File: config.mk
export PLATFORM = sky130hd
export DESIGN_NAME = scuf_ctrl
export DESIGN_NICKNAME = d
export VERILOG_FILES = /design/src/scuf_pkg.sv /design/src/scuf_ctrl.sv
export SDC_FILE = /design/constraint.sdc
export NUM_CORES = 1
export LEC_CHECK = 0
export BUFFER_PORTS_ARGS = -buffer_cell sky130_fd_sc_hd__buf_2
export CORE_UTILIZATION = 47
export CTS_BUF_LIST = sky130_fd_sc_hd__clkbuf_4
export DETAILED_ROUTE_END_ITERATION = 10
export PLACE_DENSITY_LB_ADDON = 0.05
export SKIP_CTS_REPAIR_TIMING = 1
export SLEW_MARGIN = 20
export SYNTH_ARGS = -nofsm -noshare
export SYNTH_HDL_FRONTEND = slang
export SYNTH_SLANG_ARGS = --single-unit
File: constraint.sdc
create_clock -name clk -period 1.6 [get_ports clk]
set_input_delay 0.24 -clock clk [delete_from_list [all_inputs] [get_ports clk]]
set_output_delay 0.24 -clock clk [all_outputs]
set_load 0.02 [all_outputs]
File: src/scuf_pkg.sv
// Shared types and constants of the size-capped union-find block.
// Depends on nothing; every other file of the block but scuf_ram imports it.
`default_nettype none

package scuf_pkg;

  // Default node capacity of the store.
  localparam int NODES_DEF = 4096;

  // Fixed field widths of the channels.
  localparam int FUNC_W     = 1;
  localparam int NODE_W     = 12;
  localparam int CNT_W      = 13;
  localparam int STAT_W     = 3;
  localparam int CFG_IDX_W  = 2;

  // Request functions.
  localparam logic [FUNC_W-1:0] FUNC_MERGE = 1'b0;
  localparam logic [FUNC_W-1:0] FUNC_QUERY = 1'b1;

  // Result status codes.
  localparam logic [STAT_W-1:0] ST_MERGED  = 3'd0;
  localparam logic [STAT_W-1:0] ST_SAME    = 3'd1;
  localparam logic [STAT_W-1:0] ST_REFUSED = 3'd2;
  localparam logic [STAT_W-1:0] ST_STOPPED = 3'd3;
  localparam logic [STAT_W-1:0] ST_QUERY   = 3'd4;

  // Configuration register indexes.
  localparam logic [CFG_IDX_W-1:0] CFG_NODE_COUNT = 2'd0;
  localparam logic [CFG_IDX_W-1:0] CFG_TARGET     = 2'd1;
  localparam logic [CFG_IDX_W-1:0] CFG_MAX_SIZE   = 2'd2;

  // Configuration reset values.
  localparam logic [CNT_W-1:0] NODE_COUNT_RST = 13'd4096;
  localparam logic [CNT_W-1:0] TARGET_RST     = 13'd1000;
  localparam logic [CNT_W-1:0] MAX_SIZE_RST   = 13'd50;

  // Datapath operations issued by the controller.
  typedef enum logic [3:0] {
    OP_NONE,
    OP_CLR,
    OP_LOAD,
    OP_START_A,
    OP_START_B,
    OP_WALK_STEP,
    OP_ROOT_FOUND,
    OP_COMP_STEP,
    OP_RD_SZA,
    OP_CAP_SA,
    OP_CAP_SB,
    OP_MERGE,
    OP_ZERO
  } dp_op_t;

  // Source of the root and size fields of a result.
  typedef enum logic [1:0] {
    RES_ZERO,
    RES_A,
    RES_MERGE
  } res_sel_t;

  // Controller to datapath commands.
  typedef struct packed {
    dp_op_t              op;
    logic                res_load;
    logic [STAT_W-1:0]   res_status;
    res_sel_t            res_sel;
    logic                out_load;
  } cmd_t;

  // Datapath to controller status.
  typedef struct packed {
    logic is_query;
    logic stopped;
    logic a_ok;
    logic b_ok;
    logic hit;
    logic start_root;
    logic comp_end;
    logic sel_b;
    logic same;
    logic over;
    logic clr_last;
    logic reinit;
  } stat_t;

endpackage

`default_nettype wire

File: src/scuf_ctrl.sv
// Controller of the size-capped union-find block: sequences clearing,
// root walks, path compression, size checks and result hand-off.
// Depends on scuf_pkg.
`default_nettype none

module scuf_ctrl (
  input  wire logic           clk,
  input  wire logic           rst_n,
  input  wire logic           in_valid,
  output logic                in_ready,
  output logic                out_valid,
  input  wire logic           out_ready,
  output scuf_pkg::cmd_t      cmd,
  input  wire scuf_pkg::stat_t stat
);
  import scuf_pkg::*;

  typedef enum logic [3:0] {
    S_CLEAR,
    S_IDLE,
    S_DECIDE,
    S_WALK,
    S_COMP,
    S_FIND_END,
    S_SZA,
    S_SZB,
    S_EVAL,
    S_ZERO,
    S_OUT
  } state_t;

  state_t state_r;
  state_t state_nxt;
  logic   out_valid_r;
  logic   out_valid_nxt;

  // Next state and commands.
  always_comb begin
    state_nxt     = state_r;
    out_valid_nxt = out_valid_r && !out_ready;
    cmd           = '{op: OP_NONE, res_load: 1'b0, res_status: ST_MERGED,
                      res_sel: RES_ZERO, out_load: 1'b0};
    unique case (state_r)
      S_CLEAR: begin
        cmd.op = OP_CLR;
        if (stat.clr_last) begin
          state_nxt = S_IDLE;
        end
      end
      S_IDLE: begin
        if (in_valid) begin
          cmd.op    = OP_LOAD;
          state_nxt = S_DECIDE;
        end
      end
      S_DECIDE: begin
        if (stat.is_query) begin
          if (stat.a_ok) begin
            cmd.op    = OP_START_A;
            state_nxt = S_WALK;
          end else begin
            cmd.res_load   = 1'b1;
            cmd.res_status = ST_QUERY;
            state_nxt      = S_OUT;
          end
        end else if (stat.stopped) begin
          cmd.res_load   = 1'b1;
          cmd.res_status = ST_STOPPED;
          state_nxt      = S_OUT;
        end else if (!(stat.a_ok && stat.b_ok)) begin
          cmd.res_load   = 1'b1;
          cmd.res_status = ST_REFUSED;
          state_nxt      = S_OUT;
        end else begin
          cmd.op    = OP_START_A;
          state_nxt = S_WALK;
        end
      end
      S_WALK: begin
        if (stat.hit) begin
          cmd.op    = OP_ROOT_FOUND;
          state_nxt = stat.start_root ? S_FIND_END : S_COMP;
        end else begin
          cmd.op = OP_WALK_STEP;
        end
      end
      S_COMP: begin
        cmd.op = OP_COMP_STEP;
        if (stat.comp_end) begin
          state_nxt = S_FIND_END;
        end
      end
      S_FIND_END: begin
        if (!stat.is_query && !stat.sel_b) begin
          cmd.op    = OP_START_B;
          state_nxt = S_WALK;
        end else begin
          cmd.op    = OP_RD_SZA;
          state_nxt = S_SZA;
        end
      end
      S_SZA: begin
        cmd.op    = OP_CAP_SA;
        state_nxt = stat.is_query ? S_EVAL : S_SZB;
      end
      S_SZB: begin
        cmd.op    = OP_CAP_SB;
        state_nxt = S_EVAL;
      end
      S_EVAL: begin
        cmd.res_load = 1'b1;
        cmd.res_sel  = RES_A;
        state_nxt    = S_OUT;
        if (stat.is_query) begin
          cmd.res_status = ST_QUERY;
        end else if (stat.same) begin
          cmd.res_status = ST_SAME;
        end else if (stat.over) begin
          cmd.res_status = ST_REFUSED;
        end else begin
          cmd.op         = OP_MERGE;
          cmd.res_status = ST_MERGED;
          cmd.res_sel    = RES_MERGE;
          state_nxt      = S_ZERO;
        end
      end
      S_ZERO: begin
        cmd.op    = OP_ZERO;
        state_nxt = S_OUT;
      end
      S_OUT: begin
        if (!out_valid_r || out_ready) begin
          cmd.out_load  = 1'b1;
          out_valid_nxt = 1'b1;
          state_nxt     = S_IDLE;
        end
      end
      default: begin
        state_nxt = S_CLEAR;
      end
    endcase
    // A node count write restarts the clearing pass.
    if (stat.reinit) begin
      state_nxt = S_CLEAR;
    end
  end

  // State and registered outputs.
  always_ff @(posedge clk) begin
    if (!rst_n) begin
      state_r     <= S_CLEAR;
      out_valid_r <= 1'b0;
    end else begin
      state_r     <= state_nxt;
      out_valid_r <= out_valid_nxt;
    end
  end

  assign in_ready  = (state_r == S_IDLE);
  assign out_valid = out_valid_r;

endmodule

`default_nettype wire

# Yosys cells after proc, flatten, opt, wreduce, memory -nomap -nowiden
# Cells that the tools add are included.
[word_totals]
register_bits = 5
input_bits = 16
out_inout_bits = 13
elab_cells = 71
[op_classes]
n_eq_ne = 15
mux = 42
bitwise_logic = 1
n_reduce_logical = 11
[op_table]
columns = ["operator", "n"]
rows = [
  ["$mux 4", 17],
  ["$pmux 4 s11", 1],
  ["$pmux 4 s10", 1],
  ["$mux 2", 14],
  ["$eq 4x3->1 const B", 4],
  ["$eq 4x4->1 const B", 3],
  ["$ne 2x2->1 const B", 5],
  ["$eq 4x2->1 const B", 2],
  ["$mux 8", 1],
  ["$pmux 4 s2", 1],
  ["$mux 3", 2],
  ["$mux 1", 5],
  ["$reduce_and 5->1", 1],
  ["$eq 4x1->1 const B", 1],
  ["$logic_not 1->1", 4],
  ["$logic_not 4->1", 1],
  ["$logic_and 1x1->1", 3],
  ["$reduce_or 2->1", 1],
  ["$logic_or 1x1->1", 1],
  ["$not 1->1", 1],
]

# Logic depth before layout (Yosys ltp)
[logic_depth]
ltp_word = 5
ltp_mapped = 6
mapped_depth_nobuf = 4

# Least setup slack after synthesis
# OpenSTA, ideal clock, no wires.
[synth_timing]
path_type = "register to output"
start = "reg state_r[1]"
end = "out cmd[4] (netlist name)"
arrival_ps = 1434
required_ps = 1360
slack_ps = -74
stages_incl_launch_ff = 6
cell_sequence = "dfxtp_1 > buf_6 > or4b_4 > nor3b_2 > a21oi_1 > nor2_1"
[synth_lines]
columns = ["element", "line_no", "rtl"]
rows = [
  ["from (decl)", "scuf_ctrl.sv:32", "state_t state_r;"],
  ["from (signal assigned)", "scuf_ctrl.sv:154", "state_r <= state_nxt;"],
  ["to (decl)", "scuf_ctrl.sv:13", "output scuf_pkg::cmd_t cmd,"],
]

==> results.txt <==
Outcome: complete, but fails checks
Violated checks: setup timing
Crit. path cell count: 5
Pre-CTS WS: 9.48 ps
Overall die area: 1660 sq um
TritonCTS Buffers: 3
Max IR drop VDD: 0.544 mV
Final Max Tran Viols: 0
Clk pin slew, worst setup/hold paths: 50 ps
Fin util: 0.849
Net count after synthesis: 115
Final setup viols: 10
Buf+Inv Stages, Crit Path: 1
Max_cap viols: 0
Critical Path End: cmd[4]
Clock latency on the worst-skew pair: 260 ps
Worst Path Required: 1360 ps
Final period util: 1.16
Vias per inst: 6.32
FF+latch count, synth: 5
Setup crit end kind: output port
CP Cell Sequence: or4b_4, nor3b_2, a21oi_1, nor2_2, buf_6
Fmax: 0.537 GHz
CTS H-tree lvls: 1
Pin count of the biggest net entering global routing: 16
Pwr/cell area: 401 nW/um^2
Register-to-Register Path Depth: 7
Leading post-synthesis cells by cell area: dfxtp_1 14%, nor2_1 5.3%, o21ai_0 5.0%
CTS tree: done
Die Width: 40.8 microns
Diode count: 0
Slew HR: 0.763
Root buf cell: clkbuf_4
Share of the synthesized area in the top cell type: 0.142
Netlist cell types: 44
Cells after Synth: 99
Initial Util: 0.524
Number of global-route vias before repair: 765
Routed wire length: 2.85 mm
Max Clock Skew: 1.42 ps
YS warnings: 0
GRT Overall Usage: 0.300
Setup_tns: -1610 ps
Slowest-stage cell, CP: or4b_4
FF-to-FF setup slack: 0 ps
CP top delay family: simple AND/OR/NAND/NOR gates
Via count: 1,037
Synth top cells by count: 10 x nor2_1, 7 x o21ai_0
Ports: 29
RR Startpoint: state_r[2]$_SDFFE_PP0P_
Core Region: 1350 sq um
Primary FF master, synth: dfxtp_1
Worst EP arrival: 1620 ps
Worst Path Max Fanout: 3
Area delta synth->final: 62.1%
WL per Instance: 17.3 microns
RePlAce Congestion: 0.938
DP HPWL: 1.65 mm
Post-Syn Area: 707 sq um
Cell with the most instances after synthesis: nor2_1
Min setup slack post-route: -263 ps
Layout Nets: 166
Post-synth EDFFs: 0
Layout cell share with drive strength beyond 1: 0.530
Hold Crit Class: input port to flip-flop
Global-route wire length before repair: 3.14 mm
Fin. Hold Viols: 0
IO Port Bufs: 28
Final min period: 1860 ps
Crit path launch: state_r[2]$_SDFFE_PP0P_
Initial DRC Count: 61
Fillers: 88
CTS max path bufs: 2
Syn Area/Cell: 7.14 sq um
Worst reg2reg path endpoint: state_r[2]$_SDFFE_PP0P_
TritonCTS sink count: 5
Crit start category: flip-flop
Largest area contributor in the synthesized netlist: dfxtp_1
Cell Rows: 13
Worst Tran Pin Value: 353 ps
Pleak: 0.495 nW
RSZ-0062 raised after global routing: yes
Total grt overflow: 0
Seq/Total Area, Yosys: 0.142
Crit-path max cell delay: 560 ps
Fraction of registers with async set/reset: 0
Die height: 40.8 microns
Drt drc: 0
Initial antenna violation count: 0
Final ANT Viol Nets: 0
WS Path Type: flip-flop to output port
Drt first pass iters: 4
area by class of cell:
class | instances | area, sq um | share of cell area
multi-input combinational | 82 | 583 | 0.509
timing repair buffer | 55 | 395 | 0.345
sequential | 5 | 108 | 0.0939
tap | 15 | 18.8 | 0.0164
clock buffer | 4 | 30.0 | 0.0262
inverter | 3 | 11.3 | 0.00983
worst min-delay path by stage:
stage | slack, ps | startpoint | cells past startpoint | end
2_1_floorplan | 390 | rst_n | 1 | out_valid$_SDFF_PN0_
3_5_place_dp | 510 | rst_n | 2 | out_valid$_SDFF_PN0_
5_1_grt | 260 | rst_n | 2 | out_valid$_SDFF_PN0_
3_3_place_gp | 510 | rst_n | 2 | out_valid$_SDFF_PN0_
4_1_cts | 250 | rst_n | 2 | out_valid$_SDFF_PN0_
6_report | 240 | rst_n | 2 | out_valid$_SDFF_PN0_
worst register-to-register path, delay by kind of cell, from the launching register on:
family | cells | cell delay (ps)
buffers and inverters | 3 | 410
and+or+nand+nor | 2 | 310
AOI/OAI and AO/OA | 2 | 430
DFF | 1 | 340
cell usage in the layout, fill, tap and decap left out, types with 3 or more instances in the layout:
cell type / Yosys / layout
buf_4: 1 / 25
buf_2: 5 / 21
o21ai_0: 7 / 7
nor2_1: 10 / 6
buf_6: 3 / 6
nor3_1: 5 / 5
a21oi_1: 5 / 5
nand2_1: 5 / 5
nor2b_1: 5 / 4
clkbuf_4: 0 / 4
inv_1: 3 / 3
o21ai_1: 3 / 3
nand2b_1: 4 / 3
nor2_2: 0 / 3
dfxtp_2: 0 / 3
kinds of logic (layout without fill, tap and decap cells):
family / after synthesis / after routing / share of synthesized area
compound gates: 36 / 36 / 0.354
mux: 1 / 1 / 0.0142
flops: 5 / 5 / 0.142
xor+xnor: 1 / 1 / 0.0124
simple gates: 44 / 44 / 0.368
buf+inv: 12 / 62 / 0.110
registers in the layout (all words and copies together) (netlist names):
register and count:
state_r 4, out_valid 1
layer usage:
layer	wire (microns)	share of wire	vias up	global-route usage
met5	0	0	-	0
met4	112	0.039	0	0.250
met3	192	0.067	16	0.0489
met2	1400	0.49	78	0.516
met1	1140	0.40	469	0.315
li1	-	-	474	-
per-stage QoR:
| step | hold WS, ps | std cells | cell area (sq um) | total power, mW |
|---|---|---|---|---|
| after floorplan | 394 | 99 | 709 | 0.204 |
| after global placement | 510 | 150 | 930 | 0.251 |
| after detailed placement | 512 | 150 | 930 | 0.254 |
| after CTS | 247 | 154 | 960 | 0.427 |
| after global routing | 261 | 164 | 1150 | 0.483 |
| final | 241 | 164 | 1150 | 0.459 |
power breakdown:
| group | total (mW) | switching [mW] | leakage, nW | internal, mW |
|---|---|---|---|---|
| clock | 0.179 | 0.0664 | 0.0184 | 0.112 |
| combinational | 0.150 | 0.0799 | 0.434 | 0.0703 |
| sequential | 0.130 | 0.00419 | 0.0427 | 0.126 |
Power figures use the tool's default switching activity.
